**src/hw/rtl/upq_pkg.sv**
```systemverilog
package upq_pkg;

	localparam int DEF_CAPACITY = 16;
	localparam int WORD_W       = 32;
	localparam int OCC_OUT_W    = 5;

	typedef logic signed [WORD_W-1:0] word_t;
	typedef logic [1:0]               mode_t;
	typedef logic [1:0]               status_t;
	typedef logic [OCC_OUT_W-1:0]     occ_out_t;

	localparam mode_t MODE_ENQ      = 2'd0;
	localparam mode_t MODE_DEQ      = 2'd1;
	localparam mode_t MODE_PEEK_OLD = 2'd2;
	localparam mode_t MODE_PEEK_NEW = 2'd3;

	localparam status_t ST_OK    = 2'd0;
	localparam status_t ST_EMPTY = 2'd1;
	localparam status_t ST_FULL  = 2'd2;

	typedef struct packed {
		status_t status;
		word_t   value;
		word_t   prio;
	} res_t;

endpackage

```
**src/hw/rtl/upq_ram.sv**
```systemverilog
module upq_ram #(
	parameter int WIDTH = 64,
	parameter int DEPTH = 16
) (
	input  logic                     clk,
	input  logic                     we,
	input  logic [$clog2(DEPTH)-1:0] waddr,
	input  logic [WIDTH-1:0]         wdata,
	input  logic                     re,
	input  logic [$clog2(DEPTH)-1:0] raddr,
	output logic [WIDTH-1:0]         rdata
);

	logic [WIDTH-1:0] mem [DEPTH];
	logic [WIDTH-1:0] rdata_q;

	always_ff @(posedge clk) begin
		if (we) begin
			mem[waddr] <= wdata;
		end
		if (re) begin
			rdata_q <= mem[raddr];
		end
	end

	assign rdata = rdata_q;

endmodule

```
**src/hw/rtl/unsorted_priority_queue.sv**
```systemverilog
// Channel  Valid      Stall      Payload
// request  req_valid  req_stall  mode, entry_value, entry_priority
// response rsp_valid  rsp_stall  status, out_value, out_priority, occupancy_out
//
// Enqueue and empty/full outcomes go straight to the finish state; peeks make one RAM read.
// Dequeue reads every held entry once for the minimum, then moves each newer
// entry down one slot through the single RAM port pair.
// Reset clears the count and control registers, not the slots; slots are never read before being written.
// req_stall is high while a transaction is in progress; a finished result
// waits in the response register while the next request is taken.
module unsorted_priority_queue #(
	parameter int CAPACITY = upq_pkg::DEF_CAPACITY
) (
	input  logic              clk,
	input  logic              arst_n,
	input  logic              req_valid,
	output logic              req_stall,
	input  upq_pkg::mode_t    mode,
	input  upq_pkg::word_t    entry_value,
	input  upq_pkg::word_t    entry_priority,
	output logic              rsp_valid,
	input  logic              rsp_stall,
	output upq_pkg::status_t  status,
	output upq_pkg::word_t    out_value,
	output upq_pkg::word_t    out_priority,
	output upq_pkg::occ_out_t occupancy_out
);
	import upq_pkg::*;

	localparam int CW = $clog2(CAPACITY + 1);
	localparam int AW = $clog2(CAPACITY);
	localparam int DW = 2 * WORD_W;

	typedef enum logic [4:0] {
		S_IDLE   = 5'b00001,
		S_PEEK   = 5'b00010,
		S_SCAN   = 5'b00100,
		S_SHIFT  = 5'b01000,
		S_FINISH = 5'b10000
	} state_t;

	state_t          state_q;
	logic [CW-1:0]   occ_q;
	logic [CW-1:0]   cnt_q;
	logic [CW-1:0]   occ_m1;
	logic [AW-1:0]   idx_s1;
	logic            vld_s1;
	logic [AW-1:0]   best_q;
	logic [AW-1:0]   best_nxt;
	word_t           best_val_q;
	word_t           best_pri_q;
	res_t            res_q;
	logic            rsp_valid_q;
	res_t            rsp_q;
	occ_out_t        rsp_occ_q;

	logic            accept;
	logic            full;
	logic            empty;
	logic            issue;
	logic            take;
	logic            walking;
	word_t           rd_val;
	word_t           rd_pri;

	logic            ram_we;
	logic [AW-1:0]   ram_waddr;
	logic [DW-1:0]   ram_wdata;
	logic            ram_re;
	logic [AW-1:0]   ram_raddr;
	logic [DW-1:0]   ram_rdata;

	upq_ram #(
		.WIDTH(DW),
		.DEPTH(CAPACITY)
	) u_ram (
		.clk  (clk),
		.we   (ram_we),
		.waddr(ram_waddr),
		.wdata(ram_wdata),
		.re   (ram_re),
		.raddr(ram_raddr),
		.rdata(ram_rdata)
	);

	assign accept   = req_valid && (state_q == S_IDLE);
	assign full     = (occ_q == CW'(CAPACITY));
	assign empty    = (occ_q == '0);
	assign occ_m1   = occ_q - CW'(1);
	assign issue    = (cnt_q < occ_q);
	assign walking  = (state_q == S_SCAN) || (state_q == S_SHIFT);
	assign rd_val   = ram_rdata[WORD_W-1:0];
	assign rd_pri   = ram_rdata[DW-1:WORD_W];
	assign take     = vld_s1 && ((idx_s1 == '0) || (rd_pri <= best_pri_q));
	assign best_nxt = take ? idx_s1 : best_q;

	always_comb begin
		ram_we    = 1'b0;
		ram_waddr = occ_q[AW-1:0];
		ram_wdata = {entry_priority, entry_value};
		ram_re    = 1'b0;
		ram_raddr = cnt_q[AW-1:0];
		case (state_q)
			S_IDLE: begin
				if (accept && mode == MODE_ENQ && !full) begin
					ram_we = 1'b1;
				end
				if (accept && !empty && (mode == MODE_PEEK_OLD || mode == MODE_PEEK_NEW)) begin
					ram_re    = 1'b1;
					ram_raddr = (mode == MODE_PEEK_OLD) ? '0 : occ_m1[AW-1:0];
				end
			end
			S_SCAN: begin
				ram_re = issue;
			end
			S_SHIFT: begin
				ram_re    = issue;
				ram_we    = vld_s1;
				ram_waddr = idx_s1 - AW'(1);
				ram_wdata = ram_rdata;
			end
			default: begin
			end
		endcase
	end

	always_ff @(posedge clk or negedge arst_n) begin
		if (!arst_n) begin
			state_q     <= S_IDLE;
			occ_q       <= '0;
			cnt_q       <= '0;
			vld_s1      <= 1'b0;
			idx_s1      <= '0;
			best_q      <= '0;
			best_val_q  <= '0;
			best_pri_q  <= '0;
			res_q       <= '0;
			rsp_valid_q <= 1'b0;
			rsp_q       <= '0;
			rsp_occ_q   <= '0;
		end else begin
			vld_s1 <= walking && issue;
			idx_s1 <= cnt_q[AW-1:0];
			if (walking && issue) begin
				cnt_q <= cnt_q + CW'(1);
			end
			if (rsp_valid_q && !rsp_stall && state_q != S_FINISH) begin
				rsp_valid_q <= 1'b0;
			end
			case (state_q)
				S_IDLE: begin
					if (accept) begin
						case (mode)
							MODE_ENQ: begin
								if (full) begin
									res_q <= '{status: ST_FULL, value: '0, prio: '0};
								end else begin
									occ_q <= occ_q + CW'(1);
									res_q <= '{status: ST_OK, value: '0, prio: '0};
								end
								state_q <= S_FINISH;
							end
							MODE_DEQ: begin
								if (empty) begin
									res_q   <= '{status: ST_EMPTY, value: '0, prio: '0};
									state_q <= S_FINISH;
								end else begin
									cnt_q   <= '0;
									state_q <= S_SCAN;
								end
							end
							default: begin
								if (empty) begin
									res_q   <= '{status: ST_EMPTY, value: '0, prio: '0};
									state_q <= S_FINISH;
								end else begin
									state_q <= S_PEEK;
								end
							end
						endcase
					end
				end
				S_PEEK: begin
					res_q   <= '{status: ST_OK, value: rd_val, prio: rd_pri};
					state_q <= S_FINISH;
				end
				S_SCAN: begin
					if (vld_s1) begin
						best_q <= best_nxt;
						if (take) begin
							best_val_q <= rd_val;
							best_pri_q <= rd_pri;
						end
						if (idx_s1 == occ_m1[AW-1:0]) begin
							cnt_q   <= CW'(best_nxt) + CW'(1);
							state_q <= S_SHIFT;
						end
					end
				end
				S_SHIFT: begin
					if (!issue && !vld_s1) begin
						occ_q   <= occ_m1;
						res_q   <= '{status: ST_OK, value: best_val_q, prio: best_pri_q};
						state_q <= S_FINISH;
					end
				end
				S_FINISH: begin
					if (!rsp_valid_q || !rsp_stall) begin
						rsp_valid_q <= 1'b1;
						rsp_q       <= res_q;
						rsp_occ_q   <= OCC_OUT_W'(occ_q);
						state_q     <= S_IDLE;
					end
				end
				default: begin
					state_q <= S_IDLE;
				end
			endcase
		end
	end

	assign req_stall     = (state_q != S_IDLE);
	assign rsp_valid     = rsp_valid_q;
	assign status        = rsp_q.status;
	assign out_value     = rsp_q.value;
	assign out_priority  = rsp_q.prio;
	assign occupancy_out = rsp_occ_q;

	a_occ_bound: assert property (@(posedge clk) disable iff (!arst_n)
		occ_q <= CW'(CAPACITY))
		else $error("occupancy above capacity");

	a_occ_step: assert property (@(posedge clk) disable iff (!arst_n)
		(occ_q != $past(occ_q)) |->
			(occ_q == $past(occ_q) + CW'(1) || occ_q == $past(occ_q) - CW'(1)))
		else $error("occupancy moved by more than one");

	a_rsp_from_finish: assert property (@(posedge clk) disable iff (!arst_n)
		$rose(rsp_valid_q) |-> ($past(state_q) == S_FINISH))
		else $error("response raised outside finish");

	a_shift_write_inside: assert property (@(posedge clk) disable iff (!arst_n)
		(state_q == S_SHIFT && ram_we) |-> (CW'(ram_waddr) < occ_m1))
		else $error("compaction write beyond held entries");

	a_no_write_in_scan: assert property (@(posedge clk) disable iff (!arst_n)
		(state_q == S_SCAN || state_q == S_PEEK) |-> !ram_we)
		else $error("store written during a read-only phase");

endmodule

```
**config.mk**
```make
export PLATFORM = sky130hd
export DESIGN_NAME = unsorted_priority_queue
export DESIGN_NICKNAME = d
export VERILOG_FILES = /design/src/hw/rtl/upq_pkg.sv /design/src/hw/rtl/upq_ram.sv /design/src/hw/rtl/unsorted_priority_queue.sv
export SDC_FILE = /design/constraint.sdc
export NUM_CORES = 2
export LEC_CHECK = 0
export BUFFER_PORTS_ARGS = -buffer_cell sky130_fd_sc_hd__buf_2
export CELL_PAD_IN_SITES_DETAIL_PLACEMENT = 1
export CELL_PAD_IN_SITES_GLOBAL_PLACEMENT = 2
export CORE_ASPECT_RATIO = 1.2
export CORE_UTILIZATION = 45
export CTS_BUF_LIST = sky130_fd_sc_hd__clkbuf_16
export CTS_CLUSTER_DIAMETER = 150
export DETAILED_ROUTE_END_ITERATION = 8
export GPL_TIMING_DRIVEN = 0
export PLACE_DENSITY = 0.72
export SYNTH_ARGS = -nofsm -noshare
export SYNTH_HDL_FRONTEND = slang
export SYNTH_SLANG_ARGS = --single-unit
```
**constraint.sdc**
```tcl
create_clock -name clk -period 6 [get_ports clk]
set_input_delay 0.6 -clock clk [delete_from_list [all_inputs] [get_ports clk]]
set_output_delay 0.6 -clock clk [all_outputs]
set_load 0.01 [all_outputs]
```
### Yosys cells after proc, flatten, opt, wreduce, memory -nomap -nowiden

Memories as Yosys holds them, arrays and structs flattened. A register that Yosys moved wholly into a read port is not among the register bits.
Index checks and enable logic that the tools add are counted.

| operators by class | value |
|---|---|
| eq/ne operators | 20 |
| reductions and logical operators | 32 |
| $lt $le $gt $ge | 2 |
| add/sub/neg operators | 5 |
| muxes and demuxes | 42 |

Operator list:

| kind | count |
|---|---|
| $mux 66 | 5 |
| $pmux 66 s3 | 1 |
| $mux 5 | 17 |
| $mux 64 | 1 |
| $le 32x32->1 | 1 |
| $pmux 5 s2 | 3 |
| $pmux 5 s5 | 1 |
| $mux 4 | 5 |
| $add 5x1->5 const B | 2 |
| $eq 5x5->1 const B | 2 |
| $logic_and 1x1->1 | 10 |
| $reduce_and 5->1 | 2 |
| $ne 2x2->1 const B | 4 |
| $mux 1 | 7 |
| $logic_not 1->1 | 6 |
| $ne 2x1->1 const B | 3 |
| $add 4x1->5 const B | 1 |
| $eq 5x1->1 const B | 1 |
| $eq 5x2->1 const B | 1 |
| $eq 5x3->1 const B | 1 |
| $eq 5x4->1 const B | 1 |
| $logic_not 5->1 | 1 |
| $lt 5x5->1 | 1 |
| $ne 5x1->1 const B | 1 |
| other kinds (17) | 23 |

| storage, ports and cells | value |
|---|---|
| logic and storage cells | 118 |
| RAM bits | 1,024 |
| memories | 1 |
| register bits after elaboration | 226 |
| output and inout bits | 73 |
| input port bits | 70 |

Memory list:

| memory | depth | width | rd ports | clocked after memory_dff | write ports | RTL line | source |
|---|---|---|---|---|---|---|---|
| u_ram.mem | 16 | 64 | 1 | 1 | 1 | upq_ram.sv:14 | `logic [WIDTH-1:0] mem [DEPTH];` |

### Depth between registers and ports, before layout

| depth | value |
|---|---|
| depth in word-level cells | 8 |
| mapped depth | 14 |
| mapped depth without buffers | 14 |

### Modules after synthesis

From an unflattened synthesis, not the netlist that was laid out.

| second synthesis, totals | value |
|---|---|
| cells, all modules | 2,702 |
| area total of the unflattened synthesis | 51,589.5 um^2 |

Modules (own cells, without submodules):

| module | area each (um^2) | seq. area each (um^2) | cells each | instances |
|---|---|---|---|---|
| upq_ram | 40,222.3 | 32,671.3 | 1,647 | 1 |
| unsorted_priority_queue | 11,367.2 | 5,656.7 | 1,055 | 1 |

### Worst setup path before layout

No wires, ideal clock.

| timing path | value |
|---|---|
| path type | reg-to-reg |
| start point | register occ_q[0] |
| end point | memory u_ram.mem[2][0], enable pin |
| buffers on the path | 1 |
| setup time | 0.486 ns |
| arrival | 4.425 ns |
| stages on the path, launching flop included | 11 |
| slack | 1.089 ns |
| required time | 5.514 ns |
| period minus slack after synthesis | 4.911 ns |
| cell sequence | dfrtp_1 -> buf_2 -> inv_1 -> ha_1 -> nand2_1 -> o21a_1 -> and3_1 -> o21ai_0 -> o32a_1 -> or2_2 -> nor2_1 |

| between the ends | value |
|---|---|
| word-level cells in the longest chain between the ends | 7 |
| elaborated cells between the ends (all ways) | 8 |
| classes of those cells | eq/ne (1); mux (5); reduce/logical (2) |

Ends and longest elaborated chain:

| what | RTL line | source |
|---|---|---|
| start, declared | unsorted_priority_queue.sv:43 | `logic [CW-1:0] occ_q;` |
| start signal, assigned | unsorted_priority_queue.sv:158 | `occ_q <= occ_q + CW'(1);` |
| start signal, assigned | unsorted_priority_queue.sv:202 | `occ_q <= occ_m1;` |
| $eq 5x5->1 | unsorted_priority_queue.sv:87 | `assign full = (occ_q == CW'(CAPACITY));` |
| $logic_not 1->1 | unsorted_priority_queue.sv:105 | `if (accept && mode == MODE_ENQ && !full) begin` |
| $logic_and 1x1->1 | unsorted_priority_queue.sv:105 |  |
| $mux 1 | unsorted_priority_queue.sv:105 |  |
| $pmux 1 s2 | unsorted_priority_queue.sv:103 | `case (state_q)` |
| $mux 1 | upq_ram.sv:18 | `if (we) begin` |
| $mux 1 (not written as such) | upq_ram.sv:19 | `mem[waddr] <= wdata;` |
| end, declared | upq_ram.sv:14 |  |

Parallel ways exist; a longest one is shown, timed or not.

### Final worst setup path

| timing path | value |
|---|---|
| start point | register occ_q[0] |
| end point | register u_ram.rdata_q[53] (netlist: u_ram.rdata[53]), read port of u_ram.mem, data pin |

| between the ends | value |
|---|---|
| word-level cells in the longest chain between the ends | 6 |
| elaborated cells between the ends (all ways) | 11 |
| classes of those cells | add/sub (1); order compare (1); mux (5); reduce/logical (4) |

Ends and longest elaborated chain:

| what | RTL line | source |
|---|---|---|
| branches (longest 6 deep; another with $sub 5x1->5) | n/a |  |
| end, declared | upq_ram.sv:15 | `logic [WIDTH-1:0] rdata_q;` |

Parallel ways; which one is timed is not known.
A chain may end at the register's enable or synchronous reset.

==> results.yml <==
routing:
  drt_iter0_drc: 1922
  wl_met3_um: 5810
  met1Wirelength_um: 63400
  drc: 0
  top_layer_used: "met4"
  met2_length_um: 73800
  totalWireLength_um: 146000
  ant_nets: 0
  viasPerCell: 5.58
  vias: 29200
  dr.pass1.iters: 5
  wl_per_cell_um: 27.9
global_route:
  grt_pass1_wl_um: 211000
  grtUsageTotal_pct: 23.8
  grt_start_max_net_pins: 97
  first_global_vias: 31500
  antenna_found_initial: 2
  overflow: 0
sta:
  report.final.slew_viol_count: 0
  tightest_slew_ns: 1.43
  fin_ws_ns: 1.59
  min_period_ns: 4.41
  slew_headroom_pct: 4.40
  rsz0062_at_grt: "false"
  finClkSkew_ns: 0.0258
  holdWs_ns: 0.116
  hold_viol: 0
  finalCritPeriodShare_pct: 73.5
  fmaxAchievable_mhz: 227
  setup_viol: 0
yosys:
  ys.flop_type: "edfxtp_1"
  synth-edff-count: 1088
  yosysSeqAreaShare_pct: 70.1
  synth-seq-cells: 1314
  synth_cell_types: 56
  syn_area_sq_mm: 0.0547
  synth_warnings: 0
  synthCells: 3234
  async_flop_share_pct: 17.2
  syn_nets: 3347
  avgSynthCellArea_sq_um: 16.9
setup_path:
  critPathArrivalTime_ns: 4.90
  cp-start-kind: "register"
  r2r_slack_ns: 1.59
  worstPathMaxFanout: 10
  reg2reg_depth: 10
  crit_path_end_kind: "register"
  critical_path_class: "reg -> reg"
  cp-startpoint: "occ_q[0]"
  r2r-end: "u_ram.rdata[53]"
  r2r_start: "occ_q[0]"
  endpoint: "u_ram.rdata[53]"
  worstPathRequired_ns: 6.49
cts:
  cts.clk_slew.worst_paths_ns: 0.06
  cts_setup_buffers: 0
  cts_resized: 0
  root_buffer: "clkbuf_16"
  worstSkewPairLatency_ns: 0.78
  cts_tree: "yes"
  cts.sink_count: 1314
  cts_buffers: 137
  clock_path_buffers: 3
  htree_levels: 4
die:
  initial_core_util_pct: 45.6
  row_count: 139
  top_level_ports: 143
  die_h_um: 384
  core_area_sq_mm: 0.120
  die-area_sq_mm: 0.123
  die_w_um: 320
place:
  portBuffers: 142
  gp_congestion: 0.786
  place_ws_ns: 1.60
  post-dp-hpwl_um: 97100
finish:
  fin_nets: 3681
  fin_util_pct: 52.3
  layout-drive-gt1-share_pct: 19.9
  fillCellCount: 11100
  area_growth_pct: 14.7
flow_run:
  maxCapViolCount: 0
run_status:
  outcome: "complete, no violations"
min_path:
  hold_path.class: "in -> reg"
power_and_ir_drop:
  p_per_area_mw_per_mm2: 421
  p_leak_uw: 0.0275
  vdd_drop_max_mv: 0.252
## worst max-delay path: stages, from the launching register on
cell and delay (ns):
dfrtp_1 0.34, buf_2 0.22, inv_1 0.13, ha_1 0.25, nand3_1 0.18, nand4_4 0.21
o31ai_1 0.71, clkbuf_1 0.85, buf_2 0.54, mux2i_1 0.55, mux2i_1 0.14
## per-layer routing
layer	global-route usage [%]	vias up
li1	-	13000
met1	31.3	15400
met2	41.2	622
met3	3.61	192
met4	6.31	0
met5	0	-
## synth_stat cells, types with 5 or more instances
master | number | area, sq um
edfxtp_1 | 1088 | 32700
buf_1 | 8 | 30.0
inv_1 | 43 | 161
dfrtp_1 | 225 | 5630
mux2i_1 | 964 | 9650
xnor2_1 | 16 | 140
o21ai_0 | 46 | 230
mux2_4 | 40 | 601
nand2_1 | 257 | 965
a22o_1 | 33 | 289
buf_4 | 46 | 345
buf_2 | 54 | 270
nor2_1 | 32 | 120
ha_1 | 43 | 538
nand4_1 | 16 | 100
buf_6 | 10 | 113
nand3_1 | 16 | 80.1
mux2_2 | 163 | 1840
a21oi_1 | 19 | 95.1
nand2b_1 | 8 | 50.1
o21a_1 | 5 | 37.5
clkbuf_1 | 40 | 150
nor3_1 | 6 | 30.0
## how the worst min path moves through the flow
stage | from | cells past startpoint | end | slack (ns)
finish | rsp_stall | 3 | rsp_valid | 0.12
global route | rsp_stall | 3 | rsp_valid | 0.12
CTS | mode[1] | 3 | state_q[1] | 0.08
detailed placement | occupancy_out[3] | 2 | occupancy_out[3] | 0.48
global placement | occupancy_out[3] | 2 | occupancy_out[3] | 0.46
floorplan | arst_n | 0 | best_pri_q[0] | 0.30
## cell usage in the layout (no fill, tap or decap), types with 4 or more instances in the layout
cell           n
buf_4         46
buf_2        196
nand2b_1       7
clkbuf_16    143
a22o_1        33
buf_1          7
nand3_1       16
clkinv_1      28
inv_1         72
mux2_2       163
ha_1          43
nor3_1         6
o21a_1         5
inv_6          7
a21oi_1       19
xnor2_1       16
dfrtp_1      225
nor2_1        16
nand4_1       16
o211ai_1       4
clkinvlp_4     4
buf_16         7
mux2_4        40
o21ai_0       45
nor2_4        17
a21o_1         4
nand2_1      257
mux2i_1      964
clkbuf_1      39
edfxtp_1    1088
buf_12        48
clkinv_2      27
nor2b_1        4
buf_6         10
## state kept, by name, summed over array words and instances, names as in the netlist, 2 cells and up
name           cells
state_q            5
out_priority      32
u_ram.rdata       64
u_ram.mem       1024
occupancy_out      5
best_pri_q        32
res_q             66
best_q             4
occ_q              5
idx_s1             4
out_value         32
cnt_q              5
status             2
best_val_q        32
## logic make-up (layout without fill, tap and decap cells)
group                    Yosys count  count (layout)  synth area share [%]
flip-flops                      1314            1314                  70.1
buffers and inverters            206             646                  2.13
XOR/XNOR                          19              19                 0.304
multiplexers                    1167            1167                  22.1
AND/OR/NAND/NOR                  358             358                  2.83
AO/OA/AOI/OAI                    127             127                  1.55
other                              0               3                     0
adder cells (fa/ha/maj)           43              43                 0.984
## repair_timing
action                                 CTS  global route
endpoints found under the hold margin   41             0
hold buffers                             1             0
setup endpoints to repair                0             0
## power by group
group          switching, uW  total [uW]  leakage [uW]  internal [uW]
Sequential               402       11000        0.0129          10600
Combinational           4390        7400        0.0124           3010
Clock                   3520        7960       0.00216           4440
Total                   8310       26400        0.0275          18100
## layout make-up
| class | instances | area [sq um] | share of cell area [%] |
|---|---|---|---|
| buffer | 163 | 1010 | 1.60 |
| antenna | 3 | 7.51 | 0.0120 |
| clock inverter | 102 | 578 | 0.921 |
| timing repair buffer | 195 | 1820 | 2.90 |
| tap | 1551 | 1940 | 3.09 |
| inverter | 43 | 161 | 0.257 |
| sequential | 1314 | 38300 | 61.1 |
| clock buffer | 143 | 3580 | 5.70 |
| multi-input combinational | 1714 | 15300 | 24.4 |
## stage by stage
stage               setup TNS [ns]  power (uW)  instances  instance area, sq um
detailed placement               0       18700       4979                 58600
floorplan                        0       16100       3234                 54700
global route                     0       27400       5225                 62700
finish                           0       26400       5228                 62700
global placement          -2936.30       18500       4927                 57300
CTS                              0       26700       5225                 62700
Note: power is estimated with default switching activity, not from simulation.
